**config.mk**
```make
export PLATFORM = sky130hd
export DESIGN_NAME = qcoc_div_stage
export DESIGN_NICKNAME = d
export VERILOG_FILES = /design/src/hw/rtl/qcoc_pkg.sv /design/src/hw/rtl/qcoc_div_stage.sv
export SDC_FILE = /design/constraint.sdc
export NUM_CORES = 1
export LEC_CHECK = 0
export ABC_AREA = 1
export BUFFER_PORTS_ARGS = -buffer_cell sky130_fd_sc_hd__buf_2
export CORE_AREA = 2 2 250 252
export DETAILED_ROUTE_END_ITERATION = 6
export DIE_AREA = 0 0 252 254
export PLACE_DENSITY = 0.58
export SYNTH_ARGS = -nofsm -noshare
export SYNTH_HDL_FRONTEND = slang
export SYNTH_SLANG_ARGS = --single-unit
```
**constraint.sdc**
```tcl
create_clock -name clk -period 15.5 [get_ports clk]
set_input_delay 1.55 -clock clk [delete_from_list [all_inputs] [get_ports clk]]
set_output_delay 1.55 -clock clk [all_outputs]
set_load 0.02 [all_outputs]
```
**src/hw/rtl/qcoc_pkg.sv**
```systemverilog
// ----------------------------------------------------------------------------
// qcoc_pkg
// Shared types and constants for the quadrilateral corner ordering block.
// ----------------------------------------------------------------------------
package qcoc_pkg;

    localparam int COORD_W        = 16;
    localparam int COORD_BITS_DEF = 16;
    localparam int QBITS          = 26;
    localparam int DEN_W          = 34;
    localparam int REM_W          = 51;
    localparam int CMP_W          = DEN_W + QBITS;
    localparam int CEN_W          = 24;

    localparam logic signed [CEN_W-1:0] CEN_MAX = 24'sh7FFFFF;
    localparam logic signed [CEN_W-1:0] CEN_MIN = -24'sh800000;

    typedef logic [COORD_W-1:0] coord_t;
    typedef logic signed [CEN_W-1:0] center_t;

    typedef struct packed {
        coord_t corner0_x;
        coord_t corner0_y;
        coord_t corner1_x;
        coord_t corner1_y;
        coord_t corner2_x;
        coord_t corner2_y;
        coord_t corner3_x;
        coord_t corner3_y;
    } quad_in_t;

    typedef struct packed {
        coord_t  top_left_x;
        coord_t  top_left_y;
        coord_t  top_right_x;
        coord_t  top_right_y;
        coord_t  bottom_right_x;
        coord_t  bottom_right_y;
        coord_t  bottom_left_x;
        coord_t  bottom_left_y;
        center_t center_x;
        center_t center_y;
        logic    diagonals_parallel;
        logic    center_saturated;
    } quad_out_t;

    typedef struct packed {
        coord_t tl_x;
        coord_t tl_y;
        coord_t tr_x;
        coord_t tr_y;
        coord_t br_x;
        coord_t br_y;
        coord_t bl_x;
        coord_t bl_y;
    } pts_t;

    typedef struct packed {
        pts_t             pts;
        logic             par;
        logic [DEN_W-1:0] den;
        logic [REM_W-1:0] rem_x;
        logic [REM_W-1:0] rem_y;
        logic [QBITS-1:0] q_x;
        logic [QBITS-1:0] q_y;
        logic             cap_x;
        logic             cap_y;
        logic             nneg_x;
        logic             nneg_y;
    } div_lane_t;

endpackage

```
**src/hw/rtl/qcoc_div_stage.sv**
```systemverilog
// ----------------------------------------------------------------------------
// qcoc_div_stage
// One registered step of the restoring divider: resolves one quotient bit
// for both axes against the shared denominator.
// ----------------------------------------------------------------------------
module qcoc_div_stage
    import qcoc_pkg::*;
#(
    parameter int SHIFT = 0
)(
    input  logic      clk,
    input  logic      rst_n,
    input  logic      in_valid,
    input  div_lane_t in_data,
    output logic      up_ready,
    output logic      out_valid,
    output div_lane_t out_data,
    input  logic      down_ready
);

    logic             vld_reg;
    logic             rdy;
    logic [CMP_W-1:0] sub;
    logic             gex, gey;
    div_lane_t        lane_next;
    div_lane_t        lane_reg;

    assign rdy = !vld_reg || down_ready;

    always_comb
    begin
        sub       = CMP_W'(in_data.den) << SHIFT;
        gex       = CMP_W'(in_data.rem_x) >= sub;
        gey       = CMP_W'(in_data.rem_y) >= sub;
        lane_next = in_data;
        if (gex)
        begin
            lane_next.rem_x    = in_data.rem_x - sub[REM_W-1:0];
            lane_next.q_x[SHIFT] = 1'b1;
        end
        if (gey)
        begin
            lane_next.rem_y    = in_data.rem_y - sub[REM_W-1:0];
            lane_next.q_y[SHIFT] = 1'b1;
        end
    end

    always_ff @(posedge clk or negedge rst_n)
    begin
        if (!rst_n)
        begin
            vld_reg <= 1'b0;
        end
        else if (rdy)
        begin
            vld_reg <= in_valid;
        end
    end

    always_ff @(posedge clk)
    begin
        if (rdy)
        begin
            lane_reg <= lane_next;
        end
    end

    assign up_ready  = rdy;
    assign out_valid = vld_reg;
    assign out_data  = lane_reg;

endmodule

```
# --- Word level (Yosys, flattened, before mapping) ---
# Cells that the tools add are included.
# W data, S select, Z words.
totals:
  elab_cells: 29
  ff_bits: 322
  output_inout_bits: 323
op_classes:
  order_cmp: 2
  muxes: 2
  addsub: 2
  reduce_logical: 2
ops:
  columns: ["op", "count"]
  rows:
  - ["$ge A51 B34 Y1", 2]
  - ["$mux W51", 2]
  - ["$sub A51 B34 Y51", 2]
  - ["$logic_not A1 Y1", 1]
  - ["$logic_or A1 B1 Y1", 1]

# --- Depth between registers and ports, before layout ---
depth:
  ltp_word: 2
  depth_mapped: 17
  depth_no_buf: 15

# --- Least setup slack after synthesis ---
# OpenSTA, ideal clock, no wires.
synth_path:
  path_type: "input to output"
  from: "in down_ready"
  to: "out up_ready"
  slack_ns: 5.485
  arrival_ns: 8.465
  path_stages: 2
  path_buffers: 0
  cell_sequence: "inv_1 nand2_1"
synth_via:
  elab_chain_cells: 1
synth_lines:
  columns: ["item", "line", "text"]
  rows:
  - ["from (decl)", "qcoc_div_stage.sv:18", "input logic down_ready"]
  - ["$logic_or A1 B1 Y1", "qcoc_div_stage.sv:28", "assign rdy = !vld_reg || down_ready;"]
  - ["to (decl)", "qcoc_div_stage.sv:15", "output logic up_ready,"]
# Every way passes these cells.

==> impl_metrics.json <==
{
  "ioPinCount": 648,
  "placementRows": 91,
  "postCtsHoldBufs": 0,
  "tightest_slew_ns": 1.03,
  "area_delta_synth_final_pct": 29.7,
  "cts_setup_buffers": 0,
  "hold_viol": 0,
  "status": "finished, final reports clean",
  "grt_max_degree": 140,
  "p_per_area_nw_per_um2": 113,
  "layout.nets": 3418,
  "drtIter0Drc": 1517,
  "coreArea_um2": 61300,
  "synth_most_common_cell": "nand2_1",
  "numPortBuffers": 647,
  "fin_tns_setup_ns": 0,
  "p_leak_uw": 0.0125,
  "drv_cap": 0,
  "rr_startpoint": "out_valid",
  "vias_per_cell": 4.74,
  "crit_required_ns": 15.94,
  "final_area_um2": 24400,
  "yosys.area.top_type": "edfxtp_1",
  "end_kind": "register",
  "die_h_um": 254,
  "synth.avg_cell_area_um2": 8.03,
  "postSynth.asyncResetShare_pct": 0.311,
  "critPathMaxFanout": 47,
  "cts_max_path_buffers": 3,
  "max_stage_delay_ns": 1.12,
  "syn_nets": 2739,
  "postSynthCellCount": 2344,
  "crit_start": "in_data[175]",
  "die_area_um2": 64000,
  "period_needed_ns": 4.71,
  "via_count": 18300,
  "numCtsBuffers": 42,
  "maxSlewViolCount": 0,
  "critPathBufInv": 4,
  "totalWireLength_um": 94000,
  "fill_cells": 6506,
  "grt_pass1_vias": 17400,
  "ctsResizeCount": 0,
  "first_pass_iters": 6,
  "yosys-top-cells-count": "nand2_1, inv_1, edfxtp_1, nor2_1, nand3_1",
  "synth_top_area_share_pct": 51.2,
  "synth-edff-count": 321,
  "clock_skew_ns": 0.0126,
  "synth.area.top_cells": "edfxtp_1, nand2_1, inv_1",
  "finalCritPeriodShare_pct": 30.4,
  "worst_path_max_delay_cell": "inv_2",
  "cp_data_arrival_time_ns": 5.15,
  "ant_nets": 0,
  "yosys_warnings": 0,
  "hpwlAfterDp_um": 79100,
  "die_w_um": 252,
  "gr-total-overflow": 0,
  "ys_types": 35,
  "grt_antenna_before_repair": 33,
  "clock-sinks": 322,
  "drive_gt1_share_pct": 25.3,
  "synth_top_flop_cell": "edfxtp_1",
  "cp-start-kind": "input pin",
  "grt_pass1_wl_um": 128000,
  "min_path_type": "in -> async",
  "rsz0062_at_grt": "false",
  "place_congestion": 0.968,
  "insertion_delay_ns": 0.58,
  "critPathKind": "in -> reg",
  "track_usage_pct": 28.4,
  "fmaxAchievable_mhz": 212,
  "clk_pin_slew_ns": 0.06,
  "initial_core_util_pct": 30.7,
  "synth_area_um2": 18800,
  "wl_per_cell_um": 24.4,
  "yosys_register_bits": 322,
  "synth-seq-area-share_pct": 51.4,
  "path_cells": "buf_2 > inv_1 > ha_1 > nand2_1 > inv_1 > nand2_1 > nand2_1 > a21oi_1 > nand3_2 > nand2_2 > nand3_2 > inv_2 > nand2_1 > nand2_1",
  "root_buffer": "clkbuf_16",
  "setup_viol": 0,
  "relSlewSlack_pct": 31.2,
  "cp_top_family": "simple AND/OR/NAND/NOR gates",
  "path_common_cell": "nand2_1",
  "htreeDepth": 2,
  "placed_area_um2": 22900,
  "irDropWorstVdd_mv": 0.0900,
  "drc": 0,
  "cts_tree": "yes"
}
[sequential cells by signal, indices dropped and copies added, names as in the netlist]
| register | cells |
|---|---|
| out_data | 321 |
| out_valid | 1 |
[power breakdown]
group          leakage (µW)  total [µW]  switching, µW  internal (µW)
clock              0.000688        1050            419            626
sequential          0.00323        1090           28.9           1060
combinational       0.00862         619            442            177
[layout by cell type, fill, tap and decap left out, drive strengths merged, types with 7 or more instances in the layout]
master | netlist | layout
a21oi | 61 | 61
buf | 17 | 652
bufinv | 0 | 7
clkbuf | 0 | 49
clkinv | 1 | 15
diode | 0 | 8
edfxtp | 321 | 321
ha | 68 | 68
inv | 463 | 464
nand2 | 955 | 955
nand3 | 131 | 131
nand3b | 10 | 10
nand4 | 43 | 43
nor2 | 194 | 194
nor3 | 16 | 16
xor2 | 36 | 36
[metal layers]
metal	track usage [%]	wire [µm]	share of wire [%]	up-vias
li1	-	-	-	8721
met2	46.4	43300	46	836
met3	6.20	7380	7.8	137
met1	37.0	39800	42	8556
met4	9.92	3380	3.6	22
met5	0	149	0.16	-
[area by class of cell]
| type | count | area (µm²) | share of cell area (%) |
|---|---|---|---|
| antenna | 8 | 20.0 | 0.0820 |
| clock buffer | 49 | 1100 | 4.50 |
| clock inverter | 26 | 345 | 1.41 |
| inverter | 464 | 1740 | 7.14 |
| multi-input combinational | 1541 | 7260 | 29.8 |
| sequential | 322 | 9660 | 39.6 |
| tap | 790 | 988 | 4.05 |
| timing repair buffer | 652 | 3290 | 13.5 |
[logic make-up (layout without fill, tap and decap cells)]
group,Yosys count,in the layout,share of synthesized area [%]
fa+ha+maj,70,70,4.74
simple gates,1364,1364,29.9
other cells,0,8,0
buf+inv,481,1191,10.1
xor+xnor,36,36,1.68
compound gates,71,71,2.22
flops,322,322,51.4
[worst paths after layout]
check,endpoint,slack [ns],cells past startpoint
max,out_data[108],10.79,14
min,out_valid,0.73,1
max reg2reg,out_data[177],12.13,4
min reg2reg,out_data[53],1.12,1
max in group asynchronous,out_valid,14.68,1
min in group clk,out_data[53],1.12,1
[metrics by stage]
stage               cells  total power (µW)  util [%]  hold slack (ns)  setup slack (ns)
CTS                  3844              2780      39.8            0.708             10.73
finish               3852              2750      39.8            0.729             10.79
floorplan            2344              1460         -             1.25              5.48
detailed placement   3769              1720      37.5             1.11             10.14
global placement     3769              1720      37.5             1.12             10.30
global route         3846              2860      39.8            0.713             10.43
(Power assumes the default switching activity.)
