**config.mk**
```make
export PLATFORM = sky130hd
export DESIGN_NAME = qcoc_order
export DESIGN_NICKNAME = d
export VERILOG_FILES = /design/src/hw/rtl/qcoc_pkg.sv /design/src/hw/rtl/qcoc_order.sv
export SDC_FILE = /design/constraint.sdc
export NUM_CORES = 2
export LEC_CHECK = 0
export BUFFER_PORTS_ARGS = -buffer_cell sky130_fd_sc_hd__buf_2
export CAP_MARGIN = 10
export CORE_UTILIZATION = 55
export DETAILED_ROUTE_END_ITERATION = 7
export HOLD_SLACK_MARGIN = 0.03
export PLACE_DENSITY = 0.72
export SLEW_MARGIN = 5
export SYNTH_ARGS = -nofsm -noshare
export SYNTH_HDL_FRONTEND = slang
export SYNTH_SLANG_ARGS = --single-unit
```
**constraint.sdc**
```tcl
create_clock -name clk -period 12.75 [get_ports clk]
set_clock_uncertainty 0.1 [all_clocks]
set_input_delay 1.9125 -clock clk [delete_from_list [all_inputs] [get_ports clk]]
set_output_delay 1.9125 -clock clk [all_outputs]
set_load 0.01 [all_outputs]
```
**src/hw/rtl/qcoc_pkg.sv**
```systemverilog
// ----------------------------------------------------------------------------
// qcoc_pkg
// Shared types and constants for the quadrilateral corner ordering block.
// ----------------------------------------------------------------------------
package qcoc_pkg;

    localparam int COORD_W        = 16;
    localparam int COORD_BITS_DEF = 16;
    localparam int QBITS          = 26;
    localparam int DEN_W          = 34;
    localparam int REM_W          = 51;
    localparam int CMP_W          = DEN_W + QBITS;
    localparam int CEN_W          = 24;

    localparam logic signed [CEN_W-1:0] CEN_MAX = 24'sh7FFFFF;
    localparam logic signed [CEN_W-1:0] CEN_MIN = -24'sh800000;

    typedef logic [COORD_W-1:0] coord_t;
    typedef logic signed [CEN_W-1:0] center_t;

    typedef struct packed {
        coord_t corner0_x;
        coord_t corner0_y;
        coord_t corner1_x;
        coord_t corner1_y;
        coord_t corner2_x;
        coord_t corner2_y;
        coord_t corner3_x;
        coord_t corner3_y;
    } quad_in_t;

    typedef struct packed {
        coord_t  top_left_x;
        coord_t  top_left_y;
        coord_t  top_right_x;
        coord_t  top_right_y;
        coord_t  bottom_right_x;
        coord_t  bottom_right_y;
        coord_t  bottom_left_x;
        coord_t  bottom_left_y;
        center_t center_x;
        center_t center_y;
        logic    diagonals_parallel;
        logic    center_saturated;
    } quad_out_t;

    typedef struct packed {
        coord_t tl_x;
        coord_t tl_y;
        coord_t tr_x;
        coord_t tr_y;
        coord_t br_x;
        coord_t br_y;
        coord_t bl_x;
        coord_t bl_y;
    } pts_t;

    typedef struct packed {
        pts_t             pts;
        logic             par;
        logic [DEN_W-1:0] den;
        logic [REM_W-1:0] rem_x;
        logic [REM_W-1:0] rem_y;
        logic [QBITS-1:0] q_x;
        logic [QBITS-1:0] q_y;
        logic             cap_x;
        logic             cap_y;
        logic             nneg_x;
        logic             nneg_y;
    } div_lane_t;

endpackage

```
**src/hw/rtl/qcoc_order.sv**
```systemverilog
// ----------------------------------------------------------------------------
// qcoc_order
// Five-stage pipeline that finds the extreme corners by coordinate sum and
// splits the remaining two by the sign of a cross product.
// ----------------------------------------------------------------------------
module qcoc_order
    import qcoc_pkg::*;
#(
    parameter int COORD_BITS = COORD_BITS_DEF
)(
    input  logic     clk,
    input  logic     rst_n,
    input  logic     in_valid,
    input  quad_in_t in_data,
    output logic     up_ready,
    output logic     out_valid,
    output pts_t     out_data,
    input  logic     down_ready
);

    localparam int NST = 5;
    localparam coord_t CMASK = (COORD_BITS >= COORD_W) ? '1
                                                      : coord_t'((1 << COORD_BITS) - 1);

    logic [NST-1:0] vld_reg;
    logic [NST:0]   rdy;

    always_comb
    begin
        rdy[NST] = down_ready;
        for (int i = NST - 1; i >= 0; i--)
        begin
            rdy[i] = !vld_reg[i] || rdy[i+1];
        end
    end

    always_ff @(posedge clk or negedge rst_n)
    begin
        if (!rst_n)
        begin
            vld_reg <= '0;
        end
        else
        begin
            for (int i = 0; i < NST; i++)
            begin
                if (rdy[i])
                begin
                    vld_reg[i] <= (i == 0) ? in_valid : vld_reg[i-1];
                end
            end
        end
    end

    assign up_ready  = rdy[0];
    assign out_valid = vld_reg[NST-1];

    coord_t        px_next [4];
    coord_t        py_next [4];
    coord_t        px1_reg [4];
    coord_t        py1_reg [4];
    logic [16:0]   s1_reg  [4];

    always_comb
    begin
        px_next[0] = in_data.corner0_x & CMASK;
        py_next[0] = in_data.corner0_y & CMASK;
        px_next[1] = in_data.corner1_x & CMASK;
        py_next[1] = in_data.corner1_y & CMASK;
        px_next[2] = in_data.corner2_x & CMASK;
        py_next[2] = in_data.corner2_y & CMASK;
        px_next[3] = in_data.corner3_x & CMASK;
        py_next[3] = in_data.corner3_y & CMASK;
    end

    always_ff @(posedge clk)
    begin
        if (rdy[0])
        begin
            for (int i = 0; i < 4; i++)
            begin
                px1_reg[i] <= px_next[i];
                py1_reg[i] <= py_next[i];
                s1_reg[i]  <= {1'b0, px_next[i]} + {1'b0, py_next[i]};
            end
        end
    end

    logic [1:0] tl_next, br_next, o0_next, o1_next, cnt;
    coord_t     px2_reg [4];
    coord_t     py2_reg [4];
    logic [1:0] tl2_reg, br2_reg, o02_reg, o12_reg;

    always_comb
    begin
        tl_next = '0;
        br_next = '0;
        for (int i = 1; i < 4; i++)
        begin
            if (s1_reg[i] < s1_reg[tl_next])
            begin
                tl_next = 2'(i);
            end
            if (s1_reg[i] > s1_reg[br_next])
            begin
                br_next = 2'(i);
            end
        end
        o0_next = '0;
        o1_next = '0;
        cnt     = '0;
        for (int i = 0; i < 4; i++)
        begin
            if (2'(i) != tl_next && 2'(i) != br_next && cnt < 2'd2)
            begin
                if (cnt == 2'd0)
                begin
                    o0_next = 2'(i);
                end
                else
                begin
                    o1_next = 2'(i);
                end
                cnt = cnt + 2'd1;
            end
        end
    end

    always_ff @(posedge clk)
    begin
        if (rdy[1])
        begin
            px2_reg <= px1_reg;
            py2_reg <= py1_reg;
            tl2_reg <= tl_next;
            br2_reg <= br_next;
            o02_reg <= o0_next;
            o12_reg <= o1_next;
        end
    end

    coord_t tlx3_reg, tly3_reg, o0x3_reg, o0y3_reg, o1x3_reg, o1y3_reg, brx3_reg, bry3_reg;
    logic signed [16:0] d1x3_reg, d0y3_reg, d1y3_reg, d0x3_reg;

    always_ff @(posedge clk)
    begin
        if (rdy[2])
        begin
            tlx3_reg <= px2_reg[tl2_reg];
            tly3_reg <= py2_reg[tl2_reg];
            o0x3_reg <= px2_reg[o02_reg];
            o0y3_reg <= py2_reg[o02_reg];
            o1x3_reg <= px2_reg[o12_reg];
            o1y3_reg <= py2_reg[o12_reg];
            brx3_reg <= px2_reg[br2_reg];
            bry3_reg <= py2_reg[br2_reg];
            d1x3_reg <= $signed({1'b0, px2_reg[o12_reg]}) - $signed({1'b0, px2_reg[tl2_reg]});
            d0y3_reg <= $signed({1'b0, py2_reg[o02_reg]}) - $signed({1'b0, py2_reg[tl2_reg]});
            d1y3_reg <= $signed({1'b0, py2_reg[o12_reg]}) - $signed({1'b0, py2_reg[tl2_reg]});
            d0x3_reg <= $signed({1'b0, px2_reg[o02_reg]}) - $signed({1'b0, px2_reg[tl2_reg]});
        end
    end

    coord_t tlx4_reg, tly4_reg, o0x4_reg, o0y4_reg, o1x4_reg, o1y4_reg, brx4_reg, bry4_reg;
    logic signed [33:0] za4_reg, zb4_reg;

    always_ff @(posedge clk)
    begin
        if (rdy[3])
        begin
            tlx4_reg <= tlx3_reg;
            tly4_reg <= tly3_reg;
            o0x4_reg <= o0x3_reg;
            o0y4_reg <= o0y3_reg;
            o1x4_reg <= o1x3_reg;
            o1y4_reg <= o1y3_reg;
            brx4_reg <= brx3_reg;
            bry4_reg <= bry3_reg;
            za4_reg  <= d1x3_reg * d0y3_reg;
            zb4_reg  <= d1y3_reg * d0x3_reg;
        end
    end

    logic signed [34:0] z;
    pts_t               pts_next;
    pts_t               pts5_reg;

    always_comb
    begin
        z = 35'(za4_reg) - 35'(zb4_reg);
        pts_next.tl_x = tlx4_reg;
        pts_next.tl_y = tly4_reg;
        pts_next.br_x = brx4_reg;
        pts_next.br_y = bry4_reg;
        if (z < 0)
        begin
            pts_next.tr_x = o0x4_reg;
            pts_next.tr_y = o0y4_reg;
            pts_next.bl_x = o1x4_reg;
            pts_next.bl_y = o1y4_reg;
        end
        else
        begin
            pts_next.tr_x = o1x4_reg;
            pts_next.tr_y = o1y4_reg;
            pts_next.bl_x = o0x4_reg;
            pts_next.bl_y = o0y4_reg;
        end
    end

    always_ff @(posedge clk)
    begin
        if (rdy[4])
        begin
            pts5_reg <= pts_next;
        end
    end

    assign out_data = pts5_reg;

endmodule

```
# == Word level (Yosys, flattened, before mapping) ==
# Memory sizes are Yosys's and may differ from the RTL's.
# Index checks and enable logic that the tools add are counted.
# totals
ff_bits,789
ramBits,68
input_bits,132
out_inout_bits,130
wordCells,164
memories,1
# mem_list
name,depth,word_bits,rd,rd_clocked_by_memory_dff,write_ports,line_no,source
s1_reg,4,17,8,0,4,qcoc_order.sv:62,logic [16:0] s1_reg [4];
# classes
n_addsub,11
mul,2
n_lt_le_gt_ge,14
eq_ne,6
muxes,49
bitwise_logic,4
n_reduce_logical,22
# op_table
cell,n
16-bit binary-select mux with 2-bit select,8
16-bit two-way mux,16
16-bit by 16-bit adder with 17-bit output,4
17-bit by 17-bit multiplier with 34-bit output,2
16-bit by 16-bit subtractor with 17-bit output,4
32-bit two-way mux,2
17-bit > comparator,3
17-bit < comparator,3
35-bit by 1-bit < comparator with 1-bit output (second input constant),1
34-bit by 34-bit subtractor with 35-bit output,1
2-bit two-way mux,14
3-bit greater-or-equal comparator (second input constant),4
2-bit NOT with 3-bit output,4
1-bit two-way mux,9
2-bit inequality test (first input constant),4
1-bit logical AND,7
2-bit logical NOT,3
2-bit < comparator (second input constant),3
1-bit logical NOT,5
1-bit logical OR,5
2-bit by 1-bit adder with 2-bit output (second input constant),2
1-bit by 2-bit inequality test with 1-bit output (first input constant),2
2-bit nonzero test,2

# == Logic depth before layout (Yosys ltp) ==
# An unclocked memory read counts as a cell.
# depth
depth_word,21
depth_mapped,34
mapped_depth_nobuf,32

# == Least setup slack after synthesis ==
# Ideal clock, no wire load.
# synth_timing
path_type,input port to output port
start,input down_ready
end,output up_ready
arrival_time_ns,9.907
required_time_ns,10.738
setup_slack_ns,0.831
path_stages,4
path_buffers,0
cell_sequence,nor2b_1 -> nand4_1 -> inv_1 -> nand2_1
# synth_via
elab_chain_cells,5
# synth_lines
element,line_no,source
"start, declared",qcoc_order.sv:18,input logic down_ready
1-bit logical OR (4 in series),qcoc_order.sv:33,rdy[i] = !vld_reg[i] || rdy[i+1];
via rdy[1],qcoc_order.sv:26,logic [NST:0] rdy;
1-bit logical OR,qcoc_order.sv:33,
"end, declared",qcoc_order.sv:15,"output logic up_ready,"
# The timed path passes the listed nets, and every way through them passes these cells.

==> impl_metrics.json <==
{
  "drv_cap": 0,
  "final_nets": 6143,
  "regToRegSetupSlack_ns": 4.08,
  "vias_per_cell": 5.71,
  "worstMarginPinSlew_ns": 1.15,
  "die-area_um2": 111000,
  "num_rows": 121,
  "cts_setup_buffers": 0,
  "grtUsageMet2_pct": 44.2,
  "rr_worst_depth": 31,
  "ant_nets": 0,
  "cts_inserted_buffers": 91,
  "grt_pass1_wl_um": 222000,
  "dr.pass1.iters": 8,
  "grt_use_met3_pct": 4.43,
  "die_w_um": 333,
  "relSlewSlack_pct": 23.6,
  "multi_input_area_um2": 31500,
  "hp-start": "tly3_reg[6]$_DFFE_PP_",
  "cts-root-buf": "clkbuf_16",
  "slowest_delay_ns": 0.64,
  "wl_per_cell_um": 22.1,
  "drt-initial-drc-count": 2838,
  "startpoint_type": "register",
  "grt_pass1_vias": 38500,
  "synth_edf_count": 852,
  "ioPinCount": 262,
  "synthCells": 4737,
  "setup_viol": 0,
  "drc": 0,
  "synthFlopType": "edfxtp_1",
  "critPathSlowestCell": "or4_1",
  "port_buffers": 261,
  "async_flop_share_pct": 0.583,
  "grt_use_met1_pct": 35.4,
  "whs_endpoint": "tly4_reg[6]$_DFFE_PP_",
  "dp.cells": 6316,
  "cp.arrival_ns": 8.97,
  "worstHoldPathType": "register to register",
  "r2r_end": "o02_reg[0]$_DFFE_PP_",
  "cts_hold_buf": 0,
  "path_max_fanout": 37,
  "routed-via-count": 37000,
  "detailedPlace.worstSlack_ns": 4.17,
  "period_share_pct": 68.0,
  "synth_cell_types": 72,
  "finalCriticalPeriod_ns": 8.67,
  "dieHeight_um": 333,
  "cts_tree": "built",
  "htree_levels": 3,
  "drt-total-wl_um": 143000,
  "nFillCells": 8370,
  "postSynthRegisterBits": 857,
  "critPathCaptureType": "register",
  "synth_nets": 5885,
  "post-dp-hpwl_um": 114000,
  "grt-busiest-layer": "met2",
  "slew_violations": 0,
  "path_class": "register to register",
  "largest_reg_flops": 128,
  "insertion_delay_ns": 0.70,
  "outcome": "complete, no violations",
  "fin_hold_ws_ns": 0.289,
  "holdPathStages": 0,
  "synth_area_per_cell_um2": 12.8,
  "tns_ns": 0,
  "place_congestion": 0.916,
  "start_util_pct": 55.5,
  "hold_violations": 0,
  "track_usage_pct": 26.3,
  "clock_path_buffers": 3,
  "cts.sink_count": 857,
  "antenna_found_initial": 11,
  "fp.coreArea_um2": 109000,
  "crit_start": "s1_reg[1][10]$_DFFE_PP_",
  "drive_gt1_share_pct": 12.9,
  "path_clk_slew_ns": 0.07,
  "grt_max_degree": 89,
  "critPathRequiredTime_ns": 13.05,
  "ys_seq_area_share_pct": 42.6,
  "syn_area_um2": 60400,
  "yosysWarnings": 0,
  "overflow": 0,
  "regArea_um2": 25700,
  "clock.fmax_mhz": 115,
  "ctsResizeCount": 0,
  "cp_common_cell": "ha_1",
  "rsz0062_at_grt": "false",
  "worst_slack_ns": 4.08,
  "syn_to_final_growth_pct": 10.1,
  "stdcell_count": 6488,
  "regToRegStartpoint": "s1_reg[1][10]$_DFFE_PP_"
}
-- metal layers --
layer | part of all wire, % | vias to the layer above | wire (um)
met5 | 0 | - | 0
met4 | 2.9 | 0 | 4160
met3 | 6.6 | 248 | 9390
met2 | 49 | 1277 | 70400
met1 | 41 | 18800 | 59100
li1 | - | 16700 | -
-- how the worst max path moves through the flow --
stage | endpoint | slack (ns)
6_report | o02_reg[0]$_DFFE_PP_ | 4.08
3_3_place_gp | o12_reg[0]$_DFFE_PP_ | 4.25
4_1_cts | o02_reg[0]$_DFFE_PP_ | 4.11
5_1_grt | o02_reg[0]$_DFFE_PP_ | 3.46
2_1_floorplan | up_ready | 0.83
3_5_place_dp | o02_reg[0]$_DFFE_PP_ | 4.17
-- worst max-delay path: cells and delay by family, from the launching register on --
kind / cells / cell delay (ns)
compound gates: 16 / 3.74
simple gates: 9 / 2.09
fa+ha+maj: 4 / 1.23
buf+inv: 2 / 0.74
flops: 1 / 0.43
-- cells by family (layout without fill, tap and decap cells) --
kind of cell             count (synthesis)  in the layout  share of synthesized area [%]
adder cells (fa/ha/maj)               1016           1016                           28.5
flip-flops                             857            857                           42.6
AND/OR/NAND/NOR                       1110           1110                           8.98
multiplexers                           213            213                           6.69
AO/OA/AOI/OAI                          513            513                           5.41
buffers and inverters                  863           1198                           5.47
other                                    0              2                              0
XOR/XNOR                               165            165                           2.39
-- cell usage after synthesis, types with 9 or more instances --
cell / count / area, um2
mux4_2: 128 / 2880
nor2b_1: 40 / 250
a21oi_1: 164 / 821
o2111ai_1: 9 / 78.8
nor3_1: 51 / 255
or3_1: 19 / 119
clkbuf_1: 105 / 394
xor2_1: 29 / 254
edfxtp_1: 852 / 25600
o31ai_1: 9 / 67.6
nor2_1: 155 / 582
buf_1: 17 / 63.8
o21a_1: 18 / 135
and3_1: 23 / 144
inv_1: 735 / 2760
nand3_1: 47 / 235
ha_1: 416 / 5200
nand2b_1: 49 / 307
mux2_4: 60 / 901
a31oi_1: 22 / 138
and2_1: 266 / 1660
o21ai_0: 107 / 536
a21o_1: 65 / 488
mux2i_1: 20 / 200
nand2_1: 411 / 1540
nand4_1: 23 / 144
o211ai_1: 11 / 82.6
o21bai_1: 13 / 97.6
xnor2_1: 136 / 1190
fa_1: 600 / 12000
a211oi_1: 31 / 233
-- cell type report --
cell class | count | share of cell area [%]
Antenna cell | 2 | 0.00753
Clock buffer | 109 | 3.59
Clock inverter | 61 | 1.29
Inverter | 735 | 4.16
Multi-Input combinational cell | 3017 | 47.3
Sequential cell | 857 | 38.7
Tap cell | 1414 | 2.66
Timing Repair Buffer | 293 | 2.33
-- through the flow --
stage	utilization (%)	instance area (um2)
2_1_floorplan	-	60400
3_3_place_gp	58.1	63200
3_5_place_dp	58.1	63200
4_1_cts	61.1	66500
5_1_grt	61.1	66500
6_report	61.1	66500
-- cells in the final DEF (no fill, tap or decap), drive strengths merged, types with 11 or more instances in the layout --
cell	instances
or3	19
mux4	128
o211ai	11
buf	293
and3	23
mux2	65
xor2	29
fa	600
mux2i	20
nand4	23
a211oi	31
o21a	18
and2	267
nand3	47
xnor2	136
nor2	155
a21o	66
nand2	411
a31oi	22
bufinv	15
ha	416
nor3	51
edfxtp	852
nand2b	49
o21ai	108
nor2b	40
a21oi	165
clkinv	34
inv	739
o21bai	13
clkbuf	109
Power is left out: the tool's default activity adds up to more than one toggle a clock period on the data nets, which glitch-free logic cannot reach.
