File: config.mk
export PLATFORM = sky130hd
export DESIGN_NAME = qcoc_final
export DESIGN_NICKNAME = d
export VERILOG_FILES = /design/src/hw/rtl/qcoc_pkg.sv /design/src/hw/rtl/qcoc_final.sv
export SDC_FILE = /design/constraint.sdc
export NUM_CORES = 1
export LEC_CHECK = 0
export BUFFER_PORTS_ARGS = -buffer_cell sky130_fd_sc_hd__clkbuf_2
export CORE_MARGIN = 3
export CORE_UTILIZATION = 30
export DETAILED_ROUTE_END_ITERATION = 10
export HOLD_SLACK_MARGIN = 0.02
export SETUP_SLACK_MARGIN = 0.02
export SKIP_LAST_GASP = 1
export SYNTH_ARGS = -nofsm -noshare
export SYNTH_HDL_FRONTEND = slang
export SYNTH_SLANG_ARGS = --single-unit
File: constraint.sdc
create_clock -name clk -period 15.7 [get_ports clk]
set_clock_uncertainty 0.2 [all_clocks]
set_input_delay 0.785 -clock clk [delete_from_list [all_inputs] [get_ports clk]]
set_output_delay 0.785 -clock clk [all_outputs]
set_load 0.005 [all_outputs]
File: src/hw/rtl/qcoc_pkg.sv
// ----------------------------------------------------------------------------
// qcoc_pkg
// Shared types and constants for the quadrilateral corner ordering block.
// ----------------------------------------------------------------------------
package qcoc_pkg;

    localparam int COORD_W        = 16;
    localparam int COORD_BITS_DEF = 16;
    localparam int QBITS          = 26;
    localparam int DEN_W          = 34;
    localparam int REM_W          = 51;
    localparam int CMP_W          = DEN_W + QBITS;
    localparam int CEN_W          = 24;

    localparam logic signed [CEN_W-1:0] CEN_MAX = 24'sh7FFFFF;
    localparam logic signed [CEN_W-1:0] CEN_MIN = -24'sh800000;

    typedef logic [COORD_W-1:0] coord_t;
    typedef logic signed [CEN_W-1:0] center_t;

    typedef struct packed {
        coord_t corner0_x;
        coord_t corner0_y;
        coord_t corner1_x;
        coord_t corner1_y;
        coord_t corner2_x;
        coord_t corner2_y;
        coord_t corner3_x;
        coord_t corner3_y;
    } quad_in_t;

    typedef struct packed {
        coord_t  top_left_x;
        coord_t  top_left_y;
        coord_t  top_right_x;
        coord_t  top_right_y;
        coord_t  bottom_right_x;
        coord_t  bottom_right_y;
        coord_t  bottom_left_x;
        coord_t  bottom_left_y;
        center_t center_x;
        center_t center_y;
        logic    diagonals_parallel;
        logic    center_saturated;
    } quad_out_t;

    typedef struct packed {
        coord_t tl_x;
        coord_t tl_y;
        coord_t tr_x;
        coord_t tr_y;
        coord_t br_x;
        coord_t br_y;
        coord_t bl_x;
        coord_t bl_y;
    } pts_t;

    typedef struct packed {
        pts_t             pts;
        logic             par;
        logic [DEN_W-1:0] den;
        logic [REM_W-1:0] rem_x;
        logic [REM_W-1:0] rem_y;
        logic [QBITS-1:0] q_x;
        logic [QBITS-1:0] q_y;
        logic             cap_x;
        logic             cap_y;
        logic             nneg_x;
        logic             nneg_y;
    } div_lane_t;

endpackage

File: src/hw/rtl/qcoc_final.sv
// ----------------------------------------------------------------------------
// qcoc_final
// Applies the quotient sign, adds the base point, saturates the center and
// holds the result in the output register.
// ----------------------------------------------------------------------------
module qcoc_final
    import qcoc_pkg::*;
(
    input  logic      clk,
    input  logic      rst_n,
    input  logic      in_valid,
    input  div_lane_t in_data,
    output logic      up_ready,
    output logic      out_valid,
    output quad_out_t out_data,
    input  logic      down_ready
);

    logic [1:0] vld_reg;
    logic [2:0] rdy;

    always_comb
    begin
        rdy[2] = down_ready;
        rdy[1] = !vld_reg[1] || rdy[2];
        rdy[0] = !vld_reg[0] || rdy[1];
    end

    always_ff @(posedge clk or negedge rst_n)
    begin
        if (!rst_n)
        begin
            vld_reg <= '0;
        end
        else
        begin
            if (rdy[0])
            begin
                vld_reg[0] <= in_valid;
            end
            if (rdy[1])
            begin
                vld_reg[1] <= vld_reg[0];
            end
        end
    end

    assign up_ready  = rdy[0];
    assign out_valid = vld_reg[1];

    logic [QBITS:0]         qfx, qfy;
    logic                   restx, resty;
    logic signed [QBITS+1:0] qsx_next, qsy_next;
    logic signed [QBITS+1:0] qsx1_reg, qsy1_reg;
    pts_t                   pts1_reg;
    logic                   par1_reg;

    always_comb
    begin
        qfx   = in_data.cap_x ? (QBITS+1)'(1) << QBITS : {1'b0, in_data.q_x};
        qfy   = in_data.cap_y ? (QBITS+1)'(1) << QBITS : {1'b0, in_data.q_y};
        restx = (in_data.rem_x != '0) && !in_data.cap_x;
        resty = (in_data.rem_y != '0) && !in_data.cap_y;
        qsx_next = in_data.nneg_x ? $signed(~{1'b0, qfx} + (QBITS+2)'(!restx))
                                  : $signed({1'b0, qfx});
        qsy_next = in_data.nneg_y ? $signed(~{1'b0, qfy} + (QBITS+2)'(!resty))
                                  : $signed({1'b0, qfy});
    end

    always_ff @(posedge clk)
    begin
        if (rdy[0])
        begin
            qsx1_reg <= qsx_next;
            qsy1_reg <= qsy_next;
            pts1_reg <= in_data.pts;
            par1_reg <= in_data.par;
        end
    end

    logic signed [QBITS+2:0] tx, ty;
    logic                    satx, saty;
    center_t                 cx, cy;
    quad_out_t               res_next;
    quad_out_t               res_reg;

    always_comb
    begin
        tx = $signed({{(QBITS-COORD_W+3){1'b0}}, pts1_reg.bl_x}) + (QBITS+3)'(qsx1_reg);
        ty = $signed({{(QBITS-COORD_W+3){1'b0}}, pts1_reg.bl_y}) + (QBITS+3)'(qsy1_reg);
        satx = 1'b0;
        saty = 1'b0;
        if (tx > (QBITS+3)'(CEN_MAX))
        begin
            cx   = CEN_MAX;
            satx = 1'b1;
        end
        else if (tx < (QBITS+3)'(CEN_MIN))
        begin
            cx   = CEN_MIN;
            satx = 1'b1;
        end
        else
        begin
            cx = tx[CEN_W-1:0];
        end
        if (ty > (QBITS+3)'(CEN_MAX))
        begin
            cy   = CEN_MAX;
            saty = 1'b1;
        end
        else if (ty < (QBITS+3)'(CEN_MIN))
        begin
            cy   = CEN_MIN;
            saty = 1'b1;
        end
        else
        begin
            cy = ty[CEN_W-1:0];
        end
        res_next.top_left_x     = pts1_reg.tl_x;
        res_next.top_left_y     = pts1_reg.tl_y;
        res_next.top_right_x    = pts1_reg.tr_x;
        res_next.top_right_y    = pts1_reg.tr_y;
        res_next.bottom_right_x = pts1_reg.br_x;
        res_next.bottom_right_y = pts1_reg.br_y;
        res_next.bottom_left_x  = pts1_reg.bl_x;
        res_next.bottom_left_y  = pts1_reg.bl_y;
        res_next.diagonals_parallel = par1_reg;
        if (par1_reg)
        begin
            res_next.center_x         = CEN_MAX;
            res_next.center_y         = CEN_MAX;
            res_next.center_saturated = 1'b0;
        end
        else
        begin
            res_next.center_x         = cx;
            res_next.center_y         = cy;
            res_next.center_saturated = satx || saty;
        end
    end

    always_ff @(posedge clk)
    begin
        if (rdy[1])
        begin
            res_reg <= res_next;
        end
    end

    assign out_data = res_reg;

endmodule

# ---- Word level (Yosys, flattened, before mapping)
# Index checks and enable logic that the tools add are counted.
dict set report op_classes {
  reduce_logical 15
  n_mux 10
  n_lt_le_gt_ge 4
  addsub 4
  eq_ne 0
  n_bitwise 2
  multipliers 0
  shifts 0
  div 0
}
# cell n
set ops {}
lappend ops {{27-bit two-way mux} 4}
lappend ops {{51-bit nonzero test} 2}
lappend ops {{17-bit by 28-bit adder with 29-bit output} 2}
lappend ops {{29-bit by 24-bit greater-than comparator with 1-bit output, second input constant} 2}
lappend ops {{29-bit by 24-bit < comparator with 1-bit output, second input constant} 2}
lappend ops {{28-bit by 1-bit adder with 28-bit output} 2}
lappend ops {{27-bit NOT with 28-bit output} 2}
lappend ops {{24-bit two-way mux} 2}
lappend ops {{1-bit zero test} 6}
lappend ops {{1-bit two-way mux} 4}
lappend ops {{2-bit OR reduction} 2}
lappend ops {{1-bit logical OR} 3}
lappend ops {{1-bit logical AND} 2}
dict set report totals {
  mem_count 0
  romBits 0
  word_cells 62
  ramBits 0
  out_inout_bits 180
  regBits 365
  latchBits 0
}

# ---- Depth between registers and ports, before layout
dict set report depth {
  ltp_word 5
  depth_mapped 13
  mapped_depth_nobuf 12
}

# ---- Worst setup path after synthesis
# Ideal clock, no wire load.
dict set report synth_path {
  path_type {input -> register}
  start {input down_ready}
  end {register par1_reg (enable)}
  cell_stages 1
  t_required_ns 13.553
  n_path_buf 0
  setup_time_ns 1.947
  arrival_ns 4.927
  slack_ns 8.625
  cell_sequence {nand3b_1}
}
dict set report synth_via {
  elab_chain_len 2
}
# item line
set synth_lines {}
lappend synth_lines {{from (decl)} qcoc_final.sv:16} ;# input logic down_ready
lappend synth_lines {{1-bit logical OR} qcoc_final.sv:25} ;# rdy[1] = !vld_reg[1] || rdy[2];
lappend synth_lines {{1-bit logical OR} qcoc_final.sv:26} ;# rdy[0] = !vld_reg[0] || rdy[1];
lappend synth_lines {{to (signal assigned)} qcoc_final.sv:77} ;# par1_reg <= in_data.par;
lappend synth_lines {{to (decl)} qcoc_final.sv:56} ;# logic par1_reg;
# Every way passes these cells.
# A chain may end at the register's enable or synchronous reset.

# ---- Final worst setup path
dict set report layout_path {
  start {register pts1_reg[29] in the netlist's numbering}
  end {register res_reg (netlist bit out_data[28]), data pin}
}
dict set report layout_via {
  elab_chain_len 3
  elab_cells_between_ends 5
  cone_classes {add/sub: 1; order compare: 2; mux: 1; reduce/logical: 1}
}
# item line
set layout_lines {}
lappend layout_lines {{from (decl)} qcoc_final.sv:55} ;# pts_t pts1_reg;
lappend layout_lines {{from (signal assigned)} qcoc_final.sv:76} ;# pts1_reg <= in_data.pts;
lappend layout_lines {{17-bit by 28-bit adder with 29-bit output (*)} qcoc_final.sv:89} ;# tx = $signed({{(QBITS-COORD_W+3){1'b0}}, pts1_reg.bl_x}) + (QBITS+3)'(qsx1_reg);
lappend layout_lines {{29-bit by 24-bit < comparator with 1-bit output or 29-bit by 24-bit greater-than comparator with 1-bit output (tied branches)} {qcoc_final.sv:98, qcoc_final.sv:93}}
lappend layout_lines {{24-bit two-way mux or 2-bit OR reduction (tied branches)} --}
lappend layout_lines {{to (signal assigned)} qcoc_final.sv:148} ;# res_reg <= res_next;
lappend layout_lines {{to (decl)} qcoc_final.sv:85} ;# quad_out_t res_reg;
# Every way passes the cells marked *; elsewhere a longest branch is shown, timed or not.

==> metrics.txt <==
# TYPE chip_impl_metric gauge
chip_impl_info{name="outcome",value="finished, final reports clean"} 1
chip_impl_metric{name="post-place-cells",unit=""} 2209
chip_impl_info{name="critPathLaunchType",value="flop"} 1
chip_impl_metric{name="area.growth.synth_to_final",unit="%"} 28.4
chip_impl_metric{name="dieWidth",unit="µm"} 235
chip_impl_metric{name="setup_total_negative_slack",unit="ns"} 0
chip_impl_metric{name="syn_area_per_cell",unit="µm²"} 14.5
chip_impl_metric{name="drt_iter0_drc",unit=""} 592
chip_impl_metric{name="grt_max_degree",unit=""} 117
chip_impl_metric{name="critical_path_arrival",unit="ns"} 4.11
chip_impl_metric{name="design.final.nets",unit=""} 1935
chip_impl_info{name="hold_end",value="pts1_reg[19]"} 1
chip_impl_metric{name="yosys.cell_types.count",unit=""} 78
chip_impl_metric{name="post_cts_resize_count",unit=""} 0
chip_impl_metric{name="routed_wl",unit="µm"} 40200
chip_impl_metric{name="rows",unit=""} 83
chip_impl_metric{name="async_flop_share",unit="%"} 0.548
chip_impl_metric{name="yosys.area_share.xor_xnor",unit="%"} 3.40
chip_impl_metric{name="worst_hold_slack",unit="ns"} 0.215
chip_impl_info{name="cp-end-kind",value="flop"} 1
chip_impl_metric{name="irDropWorstVdd",unit="mV"} 0.0631
chip_impl_info{name="layout.cells.most_common_list",value="sky130_fd_sc_hd__clkbuf_2, sky130_fd_sc_hd__edfxtp_1, sky130_fd_sc_hd__nand2_1"} 1
chip_impl_metric{name="route.detailed.vias_per_inst",unit=""} 4.72
chip_impl_metric{name="worst_hold_path.num_cells",unit=""} 1
chip_impl_metric{name="wl_per_cell",unit="µm"} 17.6
chip_impl_metric{name="r2r_slack",unit="ns"} 11.64
chip_impl_metric{name="synth-edff-count",unit=""} 363
chip_impl_info{name="netlist_top_cells_area",value="sky130_fd_sc_hd__edfxtp_1, sky130_fd_sc_hd__ha_1, sky130_fd_sc_hd__xnor2_1"} 1
chip_impl_metric{name="post_synthesis_share_of_cell_area_spent_on_full_adders_half_adders_and_majority_gates",unit="%"} 3.12
chip_impl_metric{name="first_pass_iters",unit=""} 5
chip_impl_metric{name="stdcell_area",unit="µm²"} 20200
chip_impl_metric{name="port_buffers",unit=""} 470
chip_impl_metric{name="clkTransAtPathRegs",unit="ns"} 0.06
chip_impl_info{name="worstReg2RegStart",value="pts1_reg[29]"} 1
chip_impl_metric{name="cts_buffer_depth",unit=""} 3
chip_impl_metric{name="synth_nets",unit=""} 1446
chip_impl_metric{name="worst_pin_slew",unit="ns"} 0.990
chip_impl_metric{name="first_global_vias",unit=""} 10900
chip_impl_metric{name="detail_route_antenna_nets",unit=""} 0
chip_impl_metric{name="wire_length_of_the_first_global_routing_pass",unit="µm"} 62400
chip_impl_metric{name="finalNonFillerCells",unit=""} 2286
chip_impl_info{name="final_common_cell",value="sky130_fd_sc_hd__clkbuf_2"} 1
chip_impl_metric{name="drive_above_1_share",unit="%"} 36.3
chip_impl_metric{name="placed_area",unit="µm²"} 18800
chip_impl_metric{name="timing.final.crit_share",unit="%"} 25.9
chip_impl_metric{name="power.density_cell_area",unit="nW/µm²"} 125
chip_impl_metric{name="htreeDepth",unit=""} 2
chip_impl_metric{name="largest_register_ff_count",unit=""} 178
chip_impl_info{name="worst-setup-path-type",value="reg2reg"} 1
chip_impl_info{name="path_cells",value="ha_1 > nand4_1 > nor4_1 > nand3_1 > a31oi_2 > a31oi_1 > or2b_2 > a31oi_4 > o21ai_0"} 1
chip_impl_metric{name="synth_area",unit="µm²"} 15700
chip_impl_info{name="synth_top_cell_by_area",value="sky130_fd_sc_hd__edfxtp_1"} 1
chip_impl_info{name="hold_start",value="in_data[212]"} 1
chip_impl_metric{name="synth_top_area_share",unit="%"} 69.4
chip_impl_metric{name="register_area_share_after_synthesis",unit="%"} 69.7
chip_impl_metric{name="cts.hold.buffers_added",unit=""} 1
chip_impl_metric{name="area_share_of_and_or_nand_nor_cells_after_synthesis",unit="%"} 10.5
chip_impl_metric{name="synth-warning-count",unit=""} 0
chip_impl_metric{name="antenna_violations_before_repair",unit=""} 8
chip_impl_metric{name="timing.final.hold_violations",unit=""} 0
chip_impl_metric{name="setup_buffers_after_cts",unit=""} 0
chip_impl_metric{name="routed-via-count",unit=""} 10800
chip_impl_metric{name="ys_ff_latch",unit=""} 365
chip_impl_metric{name="max_clock_freq",unit="GHz"} 0.246
chip_impl_info{name="critical-path-slowest-cell",value="sky130_fd_sc_hd__a31oi_4"} 1
chip_impl_metric{name="layout_min_cycle_time",unit="ns"} 4.06
chip_impl_metric{name="worst_slew_margin_relative_to_its_limit",unit="%"} 34.0
chip_impl_metric{name="cts.sinks",unit=""} 365
chip_impl_metric{name="initial_utilization",unit="%"} 30.5
chip_impl_metric{name="hpwl_detailed",unit="µm"} 30600
chip_impl_metric{name="setup-violations-final",unit=""} 0
chip_impl_metric{name="gp_congestion",unit=""} 0.847
chip_impl_metric{name="grt_overflow",unit=""} 0
chip_impl_info{name="r2r_end",value="out_data[28]"} 1
chip_impl_metric{name="critical_path.max_stage_delay",unit="ns"} 0.79
chip_impl_info{name="synth_top_flop_cell",value="sky130_fd_sc_hd__edfxtp_1"} 1
chip_impl_metric{name="cts-buffers-inserted",unit=""} 40
chip_impl_metric{name="post_synthesis_mux_area_share",unit="%"} 0.574
chip_impl_metric{name="data_required_critical_path",unit="ns"} 15.75
chip_impl_info{name="synth_top_family_by_area",value="compound AO/OA/AOI/OAI gates"} 1
chip_impl_metric{name="worst-path-max-fanout",unit=""} 23
chip_impl_info{name="worstHoldPathType",value="in2reg"} 1
chip_impl_metric{name="synthCells",unit=""} 1083
chip_impl_metric{name="fp.dieArea",unit="µm²"} 55100
chip_impl_metric{name="number_of_ports_placed_on_the_die_boundary",unit=""} 505
chip_impl_info{name="grt_setup_unrepaired",value="no"} 1
chip_impl_metric{name="floorplan.die.height",unit="µm"} 235
chip_impl_info{name="root_buffer",value="sky130_fd_sc_hd__clkbuf_16"} 1
chip_impl_info{name="tritoncts",value="built"} 1
chip_impl_metric{name="reg2regPathDepth",unit=""} 9
chip_impl_metric{name="grt_util_all_layers",unit="%"} 14.1
chip_impl_metric{name="slew_violations",unit=""} 0
chip_impl_metric{name="drc",unit=""} 0
chip_impl_metric{name="p_leak",unit="nW"} 7.88
chip_impl_metric{name="clock_latency_reported_for_the_late_side_of_the_worst_skew_pair",unit="ns"} 0.55
chip_impl_metric{name="core_region_area",unit="µm²"} 51500
chip_impl_metric{name="drv_cap",unit=""} 0
chip_impl_metric{name="synth_area_in_compound_gates",unit="%"} 11.1
## final cells by class
cell class | count | area, µm²
multi-input cells | 664 | 4510
diodes | 4 | 10.0
flip-flops and latches | 365 | 11000
inverters | 24 | 90.1
fillers | 4902 | 31400
clock inverters | 26 | 300
clock buffers | 46 | 1020
repair buffers | 477 | 2420
well taps | 680 | 851
## metal layers
metal | wire (µm) | up-vias | global-route usage (%) | share of wire (%)
met1 | 17000 | 5142 | 17.8 | 42
met4 | 1080 | 8 | 4.67 | 2.7
li1 | - | 5229 | - | -
met3 | 3040 | 75 | 4.51 | 7.6
met5 | 42 | - | 0 | 0.10
met2 | 19000 | 346 | 23.1 | 47
## metrics by stage
step                worst slack (ns)  total power [mW]  utilization (%)
finish                         11.64              2.52             39.1
CTS                            11.63              2.55             39.1
detailed placement             11.31              1.60             36.5
global placement               11.33              1.59             36.5
floorplan                       8.63              1.46                -
global route                   11.33              2.64             39.1
## worst max-delay path, delay by kind of cell, from the launching register on
family,cells,cell delay (ns)
simple gates,4,1.03
flops,1,0.47
compound gates,4,1.55
fa+ha+maj,1,0.50
## power breakdown
part           switching [mW]  internal [mW]
Sequential             0.0398           1.19
Combinational           0.209          0.142
Clock                   0.373          0.569
Total                   0.622           1.90
## how the worst max path moves through the flow
stage / startpoint / endpoint
2_1_floorplan: down_ready / par1_reg
6_report: pts1_reg[29] / out_data[28]
3_5_place_dp: in_data[3] / qsx1_reg[27]
4_1_cts: pts1_reg[29] / out_data[28]
3_3_place_gp: in_data[3] / qsx1_reg[27]
5_1_grt: qsy1_reg[0] / out_data[21]
## synth_stat cells (2+ instances only)
cell type / count
sky130_fd_sc_hd__xnor2_1: 35
sky130_fd_sc_hd__nand4_1: 12
sky130_fd_sc_hd__o31a_1: 8
sky130_fd_sc_hd__a211oi_1: 3
sky130_fd_sc_hd__o21ai_2: 21
sky130_fd_sc_hd__nor2b_1: 26
sky130_fd_sc_hd__a21oi_1: 43
sky130_fd_sc_hd__o21ai_1: 2
sky130_fd_sc_hd__and4_1: 5
sky130_fd_sc_hd__clkbuf_1: 16
sky130_fd_sc_hd__or3_1: 7
sky130_fd_sc_hd__edfxtp_1: 363
sky130_fd_sc_hd__inv_1: 23
sky130_fd_sc_hd__a21o_1: 10
sky130_fd_sc_hd__o211a_1: 3
sky130_fd_sc_hd__or4_1: 7
sky130_fd_sc_hd__buf_2: 5
sky130_fd_sc_hd__o21bai_1: 6
sky130_fd_sc_hd__buf_6: 5
sky130_fd_sc_hd__a32oi_1: 2
sky130_fd_sc_hd__and3_1: 6
sky130_fd_sc_hd__nand3_1: 26
sky130_fd_sc_hd__o31ai_1: 9
sky130_fd_sc_hd__mux2i_1: 9
sky130_fd_sc_hd__o21ai_0: 51
sky130_fd_sc_hd__xor2_1: 26
sky130_fd_sc_hd__nor4_1: 40
sky130_fd_sc_hd__ha_1: 36
sky130_fd_sc_hd__a21boi_0: 6
sky130_fd_sc_hd__o211ai_1: 36
sky130_fd_sc_hd__nor3b_1: 2
sky130_fd_sc_hd__o41ai_1: 5
sky130_fd_sc_hd__a21oi_2: 2
sky130_fd_sc_hd__fa_1: 2
sky130_fd_sc_hd__nand2_1: 77
sky130_fd_sc_hd__buf_1: 2
sky130_fd_sc_hd__a31oi_1: 11
sky130_fd_sc_hd__nor2_1: 47
sky130_fd_sc_hd__a311oi_1: 3
sky130_fd_sc_hd__nand2b_1: 14
sky130_fd_sc_hd__nor3_1: 25
sky130_fd_sc_hd__nand3b_1: 5
sky130_fd_sc_hd__dfrtp_1: 2
sky130_fd_sc_hd__o21a_1: 5
## cell families after synthesis
group / Yosys count
simple gates: 313
xor+xnor: 61
fa+ha+maj: 38
compound gates: 243
buf+inv: 54
flops: 365
mux: 9
Power figures use the tool's default switching activity.
